## src/sv/ffba_pkg.sv

```systemverilog
package ffba_pkg;

    localparam int unsigned ARENA_BYTES = 1048576;
    localparam int unsigned SLOT_COUNT  = ARENA_BYTES / 16;
    localparam int unsigned SLOT_W      = $clog2(SLOT_COUNT);
    localparam int unsigned LINK_W      = SLOT_W + 1;
    localparam int unsigned SIZE_W      = SLOT_W + 1;
    localparam int unsigned ADDR_W      = 20;
    localparam int unsigned USE_W       = 21;
    localparam int unsigned AL_W        = 29;
    localparam int unsigned HDR_W       = SIZE_W + 2 * LINK_W + 1;

    localparam logic [1:0] OP_RESET  = 2'd0;
    localparam logic [1:0] OP_ALLOC  = 2'd1;
    localparam logic [1:0] OP_FREE   = 2'd2;
    localparam logic [1:0] OP_RESIZE = 2'd3;

    localparam logic [1:0] ST_DONE      = 2'd0;
    localparam logic [1:0] ST_FAILED    = 2'd1;
    localparam logic [1:0] ST_UNMATCHED = 2'd2;
    localparam logic [1:0] ST_NULL      = 2'd3;

    typedef struct packed {
        logic [1:0]        operation;
        logic [31:0]       request_size;
        logic [ADDR_W-1:0] block_address;
        logic              address_is_null;
    } in_item_t;

    typedef struct packed {
        logic [ADDR_W-1:0] result_address;
        logic [1:0]        status;
        logic [USE_W-1:0]  bytes_in_use;
        logic [USE_W-1:0]  peak_in_use;
        logic [31:0]       allocation_count;
        logic [31:0]       largest_request;
        logic [31:0]       failed_request;
        logic [31:0]       free_count;
        logic [31:0]       free_matched;
        logic [31:0]       free_unmatched;
    } out_item_t;

    // block header, size in 16-byte units, links are slot+1 with 0 for none
    typedef struct packed {
        logic [SIZE_W-1:0] size;
        logic [LINK_W-1:0] next;
        logic [LINK_W-1:0] prev;
        logic              free;
    } hdr_t;

    typedef enum logic [4:0] {
        CMD_NONE,
        CMD_LOAD,
        CMD_RESET_ARENA,
        CMD_NULL_FREE,
        CMD_A_INIT,
        CMD_A_WALK,
        CMD_A_SPLIT,
        CMD_RD_LINK,
        CMD_WR_LINK,
        CMD_RD_CUR,
        CMD_A_COMMIT,
        CMD_RD_B,
        CMD_F_START,
        CMD_F_CHK,
        CMD_F_NEXT,
        CMD_F_MERGE_N,
        CMD_F_PREV,
        CMD_F_MERGE_P,
        CMD_F_DONE,
        CMD_R_KEEP,
        CMD_OUT_LOAD
    } cmd_t;

    typedef struct packed {
        logic [1:0] op;
        logic       is_null;
        logic       req_zero;
        logic       too_big;
        logic       fit;
        logic       walk_stop;
        logic       split;
        logic       rd_free;
        logic       rd_next_zero;
        logic       rd_prev_zero;
        logic       hc_next_zero;
        logic       hb_next_zero;
        logic       addr_ok;
        logic       old_ge;
        logic       out_free;
    } dp_status_t;

    function automatic logic [SLOT_W-1:0] slot_of(input logic [LINK_W-1:0] link);
        slot_of = SLOT_W'(link - LINK_W'(1));
    endfunction

endpackage

```

## src/sv/ffba_ctrl.sv

```systemverilog
module ffba_ctrl (
    input  logic                  aclk,
    input  logic                  aresetn,
    input  logic                  s_valid,
    output logic                  s_ready,
    input  ffba_pkg::dp_status_t  status,
    output ffba_pkg::cmd_t        cmd
);
    import ffba_pkg::*;

    typedef enum logic [20:0] {
        S_IDLE      = 21'd1 << 0,
        S_DISPATCH  = 21'd1 << 1,
        S_A_INIT    = 21'd1 << 2,
        S_A_WALK    = 21'd1 << 3,
        S_A_SPLIT   = 21'd1 << 4,
        S_RD_LINK   = 21'd1 << 5,
        S_WR_LINK   = 21'd1 << 6,
        S_RD_CUR    = 21'd1 << 7,
        S_A_COMMIT  = 21'd1 << 8,
        S_F_START   = 21'd1 << 9,
        S_F_CHK     = 21'd1 << 10,
        S_F_RDB1    = 21'd1 << 11,
        S_F_NEXT    = 21'd1 << 12,
        S_F_MERGE_N = 21'd1 << 13,
        S_F_RDB2    = 21'd1 << 14,
        S_F_PREV    = 21'd1 << 15,
        S_F_MERGE_P = 21'd1 << 16,
        S_F_DONE    = 21'd1 << 17,
        S_R_OLD     = 21'd1 << 18,
        S_R_CHK     = 21'd1 << 19,
        S_FINISH    = 21'd1 << 20
    } state_t;

    state_t state_reg, state_next;
    state_t ret_reg, ret_next;

    always_comb begin
        state_next = state_reg;
        ret_next   = ret_reg;
        cmd        = CMD_NONE;
        unique case (state_reg)
            S_IDLE: begin
                if (s_valid) begin
                    cmd        = CMD_LOAD;
                    state_next = S_DISPATCH;
                end
            end
            S_DISPATCH: begin
                unique case (status.op)
                    OP_RESET: begin
                        cmd        = CMD_RESET_ARENA;
                        state_next = S_FINISH;
                    end
                    OP_ALLOC: state_next = S_A_INIT;
                    OP_FREE: begin
                        if (status.is_null) begin
                            cmd        = CMD_NULL_FREE;
                            state_next = S_FINISH;
                        end else begin
                            state_next = S_F_START;
                        end
                    end
                    default: begin
                        if (status.is_null) begin
                            state_next = S_A_INIT;
                        end else if (status.req_zero) begin
                            state_next = S_F_START;
                        end else begin
                            state_next = S_R_OLD;
                        end
                    end
                endcase
            end
            S_A_INIT: begin
                cmd        = CMD_A_INIT;
                state_next = status.too_big ? S_FINISH : S_A_WALK;
            end
            S_A_WALK: begin
                cmd = CMD_A_WALK;
                if (status.fit) begin
                    state_next = S_A_SPLIT;
                end else if (status.walk_stop) begin
                    state_next = S_FINISH;
                end
            end
            S_A_SPLIT: begin
                state_next = S_RD_CUR;
                if (status.split) begin
                    cmd = CMD_A_SPLIT;
                    if (!status.hc_next_zero) begin
                        ret_next   = S_RD_CUR;
                        state_next = S_RD_LINK;
                    end
                end
            end
            S_RD_LINK: begin
                cmd        = CMD_RD_LINK;
                state_next = S_WR_LINK;
            end
            S_WR_LINK: begin
                cmd        = CMD_WR_LINK;
                state_next = ret_reg;
            end
            S_RD_CUR: begin
                cmd        = CMD_RD_CUR;
                state_next = S_A_COMMIT;
            end
            S_A_COMMIT: begin
                cmd = CMD_A_COMMIT;
                if (status.op == OP_RESIZE && !status.is_null) begin
                    state_next = S_F_START;
                end else begin
                    state_next = S_FINISH;
                end
            end
            S_F_START: begin
                cmd        = CMD_F_START;
                state_next = status.addr_ok ? S_F_CHK : S_FINISH;
            end
            S_F_CHK: begin
                cmd        = CMD_F_CHK;
                state_next = status.rd_free ? S_FINISH : S_F_RDB1;
            end
            S_F_RDB1: begin
                cmd        = CMD_RD_B;
                state_next = S_F_NEXT;
            end
            S_F_NEXT: begin
                cmd        = CMD_F_NEXT;
                state_next = status.rd_next_zero ? S_F_RDB2 : S_F_MERGE_N;
            end
            S_F_MERGE_N: begin
                state_next = S_F_RDB2;
                if (status.rd_free) begin
                    cmd = CMD_F_MERGE_N;
                    if (!status.rd_next_zero) begin
                        ret_next   = S_F_RDB2;
                        state_next = S_RD_LINK;
                    end
                end
            end
            S_F_RDB2: begin
                cmd        = CMD_RD_B;
                state_next = S_F_PREV;
            end
            S_F_PREV: begin
                cmd        = CMD_F_PREV;
                state_next = status.rd_prev_zero ? S_F_DONE : S_F_MERGE_P;
            end
            S_F_MERGE_P: begin
                state_next = S_F_DONE;
                if (status.rd_free) begin
                    cmd = CMD_F_MERGE_P;
                    if (!status.hb_next_zero) begin
                        ret_next   = S_F_DONE;
                        state_next = S_RD_LINK;
                    end
                end
            end
            S_F_DONE: begin
                cmd        = CMD_F_DONE;
                state_next = S_FINISH;
            end
            S_R_OLD: begin
                cmd        = CMD_RD_B;
                state_next = S_R_CHK;
            end
            S_R_CHK: begin
                if (status.old_ge) begin
                    cmd        = CMD_R_KEEP;
                    state_next = S_FINISH;
                end else begin
                    state_next = S_A_INIT;
                end
            end
            S_FINISH: begin
                if (status.out_free) begin
                    cmd        = CMD_OUT_LOAD;
                    state_next = S_IDLE;
                end
            end
            default: state_next = S_IDLE;
        endcase
    end

    always_ff @(posedge aclk) begin
        if (!aresetn) begin
            state_reg <= S_IDLE;
            ret_reg   <= S_IDLE;
        end else begin
            state_reg <= state_next;
            ret_reg   <= ret_next;
        end
    end

    assign s_ready = (state_reg == S_IDLE);

endmodule

```

## config.mk

```make
export PLATFORM = sky130hd
export DESIGN_NAME = ffba_ctrl
export DESIGN_NICKNAME = d
export VERILOG_FILES = /design/src/sv/ffba_pkg.sv /design/src/sv/ffba_ctrl.sv
export SDC_FILE = /design/constraint.sdc
export NUM_CORES = 1
export LEC_CHECK = 0
export ABC_AREA = 1
export ABC_CLOCK_PERIOD_IN_PS = 1500
export BUFFER_PORTS_ARGS = -buffer_cell sky130_fd_sc_hd__buf_2
export CAP_MARGIN = 10
export CORE_MARGIN = 4
export CORE_UTILIZATION = 30
export CTS_CLUSTER_SIZE = 8
export DETAILED_ROUTE_END_ITERATION = 8
export SYNTH_ARGS = -nofsm -noshare
export SYNTH_HDL_FRONTEND = slang
export SYNTH_SLANG_ARGS = --single-unit
```

## constraint.sdc

```tcl
create_clock -name aclk -period 1.5 [get_ports aclk]
set_input_delay 0.225 -clock aclk [delete_from_list [all_inputs] [get_ports aclk]]
set_output_delay 0.225 -clock aclk [all_outputs]
set_load 0.05 [all_outputs]
```

==> results of run 1 <==
[worst max-delay path, stage by stage, from the launching register on]
cell and delay (ns):
dfxtp_2 0.34, inv_1 0.09, nand2_4 0.11, nor2_8 0.06, buf_8 0.14, nand3_2 0.11, nand3_4 0.09, nor4_4 0.33
nand2_2 0.09, buf_8 0.16
[layer usage]
metal | track usage (%) | vias to the layer above
met1 | 24.3 | 1096
met5 | 0 | -
li1 | - | 1187
met4 | 4.95 | 0
met2 | 29.9 | 80
met3 | 3.07 | 20
[worst paths after layout]
check | startpoint | endpoint | slack [ns] | cells past startpoint
max | state_reg[18]$_SDFFE_PN0P_ | cmd[0] | -0.54 | 9
min | status[12] | state_reg[18]$_SDFFE_PN0P_ | 0.12 | 2
max reg2reg | state_reg[19]$_SDFFE_PN0P_ | state_reg[12]$_SDFFE_PN0P_ | -0.42 | 13
min reg2reg | ret_reg[0]$_SDFFE_PN1P_ | ret_reg[0]$_SDFFE_PN1P_ | 0.46 | 2
[metrics by stage]
stage               instances  TNS [ns]  util, %
floorplan                 296     -1.22        -
detailed placement        469     -5.78     44.2
global placement          469     -5.01     44.2
finish                    485     -9.86     53.1
CTS                       483     -7.94     50.9
global route              485    -11.80     53.1
[where the power goes]
group,switching (mW),leakage [nW],internal (mW)
clock,0.239,0.0228,0.191
combinational,0.270,1.35,0.203
sequential,0.00651,0.211,0.671
total,0.515,1.59,1.06
[cells in the final DEF (no fill, tap or decap), types with 7 or more instances in the layout]
master and instances:
inv_1 30, nand3_1 21, nand2_1 39, nand2_4 12
nand3_2 10, nor2_4 24, buf_2 18, nand4_1 7
buf_4 70, nand2_2 13, inv_2 10, dfxtp_2 20
buf_6 16, nor2_1 36
[cells by family (layout without fill, tap and decap cells)]
logic type	after synthesis	in the layout	synth area share, %
buf+inv	45	156	9.18
compound gates	24	24	7.07
flops	25	25	25.7
simple gates	202	203	58.1
[timing repair]
action / 4_1_cts / 5_1_grt
cloned: 1 / 0
setup endpoints to repair: 25 / 28
hold buffers: 0 / 0
pin swaps: 28 / 19
buffers inserted: 12 / 7
resized for setup: 79 / 36
[cell type report]
| cell class | instances | area (um2) | area share (%) |
|---|---|---|---|
| Clock buffer | 4 | 45.0 | 1.34 |
| Timing Repair Buffer | 109 | 876 | 26.1 |
| Inverter | 43 | 166 | 4.97 |
| Sequential cell | 25 | 526 | 15.7 |
| Multi-Input combinational cell | 227 | 1640 | 49.0 |
| Tap cell | 77 | 96.3 | 2.88 |
==> flow_summary.ini, run 1 <==
[outcome]
outcome = complete, but fails checks
failing_checks = negative setup slack

[global_routing]
antenna_found_initial = 0
grt_usage_pct = 18.1
grt_start_max_net_pins = 14
grt_pass1_wl_um = 10900
globalRoute.totalOverflow = 0
first_global_vias = 2284

[power]
irDropWorstVdd_mv = 0.310
static-leakage-power_nw = 1.59
total_power_mw = 1.58
power-per-cell-area_mw_per_mm2 = 471

[yosys]
synth_enable_flop_cells = 0
synthDistinctLibCells = 29
mappedNetlistNets = 315
synth.yosys.warnings = 0
synth_top_flop_cell = dfxtp_1
yosysTopAreaCellShare_pct = 25.7
synthTopCellsByCount = nand2_1 (51), nor2_1 (48), inv_1 (36)
synth_async_sr_flop_share_pct = 0
ys_seq_area_share_pct = 25.7
ys_ff_latch = 25
yosys.area.top_type = dfxtp_1
synthesized_instance_count = 296
synth.most_common_cell = nand2_1
synth.top_cells.by_area = dfxtp_1 (26%), nand2_1 (9.8%), nor2_1 (9.2%)
syn-mean-instance-area_um2 = 6.58
post_synthesis_cell_area_mm2 = 0.00195

[critical_path]
setup.worst_path.start_class = flop
timing.setup.critical_path_class = flop to primary output
setup.worst_path.end_class = primary output
cp.arrival_ns = 1.81
timing.critical_path.fanout_max = 6
cp.required_ns = 1.27

[die]
core_footprint_mm2 = 0.00631
row_count = 29
chipWidth_um = 88.6
dieArea_mm2 = 0.00785
initial_utilization_pct = 30.9
floorplan.die.height_um = 88.6
boundaryPins = 25

[detailed_routing]
num_vias = 2383
antenna_left = 0
drt_first_pass_iters = 4
viasPerCell = 4.91
drc = 0
wl_met1_um = 3090
routed-wl-met2_um = 3280
avgRoutedWirePerCell_um = 14.4
routed_wl_um = 6990
wl_met3_um = 435
drt_iter0_markers = 151
routed.top_layer = met4

[clock_network]
clk_pin_slew_ns = 0.09
clk_path_buf_depth = 2
clock_tree_root_driver_cell = clkbuf_8
cts.sink_count = 25
cts.htree.levels = 1
clock_tree_from_tritoncts = yes
insertion_delay_ns = 0.28
cts_made_buffers = 3

[finish]
largest_register_ffs = 21
ratio_of_cells_with_drive_above_1_in_the_final_layout_pct = 59.3
syn2layout_area_growth_pct = 72.0
diodes = 0
final_area_mm2 = 0.00335
nFillCells = 589
final_net_count = 428

[placed_design]
place_ws_ns = -0.496
placement.cell_area_mm2 = 0.00279
portBuffers = 24
hpwlAfterDp_um = 5340
finalWeightedCongestion = 0.955

[sta]
setup_repair_after_global_routing_missed_its_margin = true
slew_headroom_pct = 79.5
final-hold-violation-count = 0
fin_crit_ns = 2.04
worstMarginPinSlew_ns = 0.307
period_share_pct = 136
final.setup.worst_slack_ns = -0.535
final.hold.worst_slack_ns = 0.115
timing.fmax_mhz = 491
report.final.setup_viol = 25
setup_skew_ns = 0.00233
finalMaxSlewViolations = 0

[flow_run]
timing.max_cap.violations = 0

[min_path]
hold_class = input port to flop
(Power assumes the default switching activity.)
==> run 2: changes to the inputs <==
Settings changed: CORE_UTILIZATION 30 to 52, CTS_CLUSTER_DIAMETER from default to 40, PLACE_DENSITY from default to 0.76.
==> flow_summary.ini, run 2 <==
[clock_network]
clock_tree_root_driver_cell = clkbuf_8
cts.htree.levels = 1
cts.hold.buffers_added = 0
clk_path_buf_depth = 2
cts.sink_count = 25
cts_made_buffers = 3

[yosys]
yosys.area.top_type = dfxtp_1
synth.yosys.warnings = 0
synth_async_sr_flop_share_pct = 0
post_synthesis_cell_area_mm2 = 0.00195
yosysTopAreaCellShare_pct = 25.7
mappedNetlistNets = 315
synthTopCellsByCount = nand2_1 (51), nor2_1 (48), inv_1 (36)
synth_enable_flop_cells = 0
synth.top_cells.by_area = dfxtp_1 (26%), nand2_1 (9.8%), nor2_1 (9.2%)
ys_seq_area_share_pct = 25.7
synth_top_flop_cell = dfxtp_1
synth.most_common_cell = nand2_1
ys_ff_latch = 25
synthesized_instance_count = 296
synthDistinctLibCells = 29
syn-mean-instance-area_um2 = 6.58

[die]
boundaryPins = 25
initial_utilization_pct = 56.2
floorplan.die.height_um = 69.2
row_count = 21
chipWidth_um = 69.2

[outcome]
outcome = did not finish
failed_stage = global routing (5_1_grt)
toolErrorMsg = [ERROR DPL-0038] Utilization greater than 100%, impossible to legalize

[placed_design]
finalWeightedCongestion = 1.04
hpwlAfterDp_um = 5010
portBuffers = 24

[global_routing]
grt_start_max_net_pins = 17

[sta]
grt_worst_setup_endpoint = cmd[0]
worst-ep-kind = primary output
==> run 2: metrics by stage <==
step           hold WS (ns)  setup slack, ns  cell area (um2)  std cells
4_1_cts               0.108           -0.549             3180        456
3_5_place_dp          0.408           -0.414             2760        439
3_3_place_gp          0.405           -0.359             2760        439
2_1_floorplan         0.294           -0.284             2020        296
==> run 2: cells by family after synthesis <==
logic type	synth area share [%]
compound gates	7.07
buf+inv	9.18
flops	25.7
simple gates	58.1
==> run 2: timing repair <==
| item | CTS |
|---|---|
| pin swaps | 24 |
| setup buffers | 12 |
| gates resized for setup | 72 |
| endpoints found under the setup margin | 25 |
| cloned | 1 |
==> run 3: changes to the inputs <==
Settings changed: ABC_CLOCK_PERIOD_IN_PS 1500 to 1950, CORE_UTILIZATION 52 to 37, CTS_CLUSTER_DIAMETER 40 to default, CTS_CLUSTER_SIZE 8 to default, PLACE_DENSITY 0.76 to default, PLACE_DENSITY_LB_ADDON from default to 0.15.
Clock period 1.5 ns to 1.95 ns, I/O delays scaled along.
==> flow_summary.ini, run 3 (synthesized netlist as in run 1, its figures left out) <==
[critical_path]
path_depth = 10
critical_path.cell_chain = nor2_4, nand2_4, inv_4, nand2_4, nor2_4, nand2_2, nor2_4, nor2_1, nand4_1, buf_6
max_stage_delay_ns = 0.35
timing.critical_path.fanout_max = 4
timing.setup.critical_path_class = flop to primary output
timing.critical_path.slowest_stage_cell = dfxtp_2
worst-r2r-cell-count = 16
worst_path_dominant_cell_family = simple AND/OR/NAND/NOR gates
cpMostUsedCell = nor2_4
critical_path_buf_inv_count = 2
cp.arrival_ns = 1.82
cp.required_ns = 1.66
setup.worst_path.start_class = flop
timing.reg2reg.setup_slack_ns = -0.06
setup.worst_path.end_class = primary output

[placed_design]
place_ws_ns = -0.0147
portBuffers = 24
placement.cell_area_mm2 = 0.00245
finalWeightedCongestion = 0.981
placed_cells = 426
hpwlAfterDp_um = 4980

[sta]
finalMaxSlewViolations = 0
final-hold-violation-count = 0
setup_repair_after_global_routing_missed_its_margin = true
slew_headroom_pct = 77.9
final.hold.worst_slack_ns = 0.195
timing.fmax_mhz = 473
fin_crit_ns = 2.11
worstMarginPinSlew_ns = 0.331
report.final.setup_viol = 6
final.setup.worst_slack_ns = -0.163
period_share_pct = 108
setup_skew_ns = 0.00641

[flow_run]
timing.max_cap.violations = 0

[finish]
mostFrequentLayoutCell = buf_4
final_area_mm2 = 0.00291
final_net_count = 399
final_core_utilization_pct = 57.0
most_used_cells_in_the_layout_excluding_fill_and_tap_cells = buf_4 (53), nand2_1 (45), nor2_1 (38)
ratio_of_cells_with_drive_above_1_in_the_final_layout_pct = 50.7
seqCellArea_um2 = 527
finalNonFillerCells = 449
largest_register_ffs = 21
syn2layout_area_growth_pct = 49.5
area_taken_by_multi_input_logic_gates_mm2 = 0.00146
nFillCells = 483
diodes = 0

[clock_network]
insertion_delay_ns = 0.28
clk_path_buf_depth = 2
cts.hold.buffers_added = 0
cts.sink_count = 25
clk_pin_slew_ns = 0.09
cts.htree.levels = 1
clock_tree_from_tritoncts = yes
clock_tree_root_driver_cell = clkbuf_8
cts_made_buffers = 3

[die]
dieArea_mm2 = 0.00649
floorplan.die.height_um = 80.6
initial_utilization_pct = 38.1
core_footprint_mm2 = 0.00511
row_count = 26
chipWidth_um = 80.6
boundaryPins = 25

[detailed_routing]
viasPerCell = 4.97
drc = 0
num_vias = 2232
routed_wl_um = 6470
avgRoutedWirePerCell_um = 14.4
drt_iter0_markers = 241
drt_first_pass_iters = 4
antenna_left = 0

[global_routing]
grt_usage_pct = 20.6
globalRoute.totalOverflow = 0
antenna_found_initial = 0
first_global_vias = 2139
grt_start_max_net_pins = 18
grt_pass1_wl_um = 10100

[min_path]
hold_class = input port to flop
min_delay_path_depth = 2

[power]
static-leakage-power_nw = 1.43
irDropWorstVdd_mv = 0.251
power-per-cell-area_mw_per_mm2 = 388

[outcome]
failing_checks = negative setup slack
outcome = complete, but fails checks
run 3: per-stage QoR:
| stage | power [mW] | TNS, ns |
|---|---|---|
| finish | 1.13 | -0.642 |
| CTS | 1.12 | -0.572 |
| global route | 1.18 | -1.17 |
| floorplan | 0.677 | 0 |
| global placement | 0.771 | -0.0240 |
| detailed placement | 0.769 | -0.0147 |
run 3: per-layer routing:
layer	routed length (um)	global-route usage (%)	share of wire [%]	vias up
met5	0	0	0	-
met4	196	7.94	3.0	0
met3	422	3.03	6.5	13
met2	3110	35.4	48	74
met1	2740	25.7	42	1012
li1	-	-	-	1133
run 3: final timing paths:
| kind | from | end |
|---|---|---|
| min reg2reg | ret_reg[0]$_SDFFE_PN1P_ | ret_reg[0]$_SDFFE_PN1P_ |
| max reg2reg | state_reg[15]$_SDFFE_PN0P_ | state_reg[20]$_SDFFE_PN0P_ |
| min | status[5] | state_reg[16]$_SDFFE_PN0P_ |
| max | state_reg[8]$_SDFFE_PN0P_ | cmd[1] |
run 3: repair_timing:
action | CTS | global route
pin swaps | 19 | 23
setup buffers | 10 | 9
endpoints found under the setup margin | 6 | 7
gates resized for setup | 58 | 31
hold endpoints to repair | 0 | 0
run 3: layout make-up:
class	count	share of cell area (%)
clock buffer	3	1.42
clock inverter	1	0.172
inverter	43	5.97
multi-input combinational	226	50.0
sequential	25	18.1
tap	70	3.01
timing repair buffer	81	21.4
run 3: power breakdown:
part	internal, mW	switching [mW]
combinational	0.114	0.176
sequential	0.516	0.00533
clock	0.144	0.176
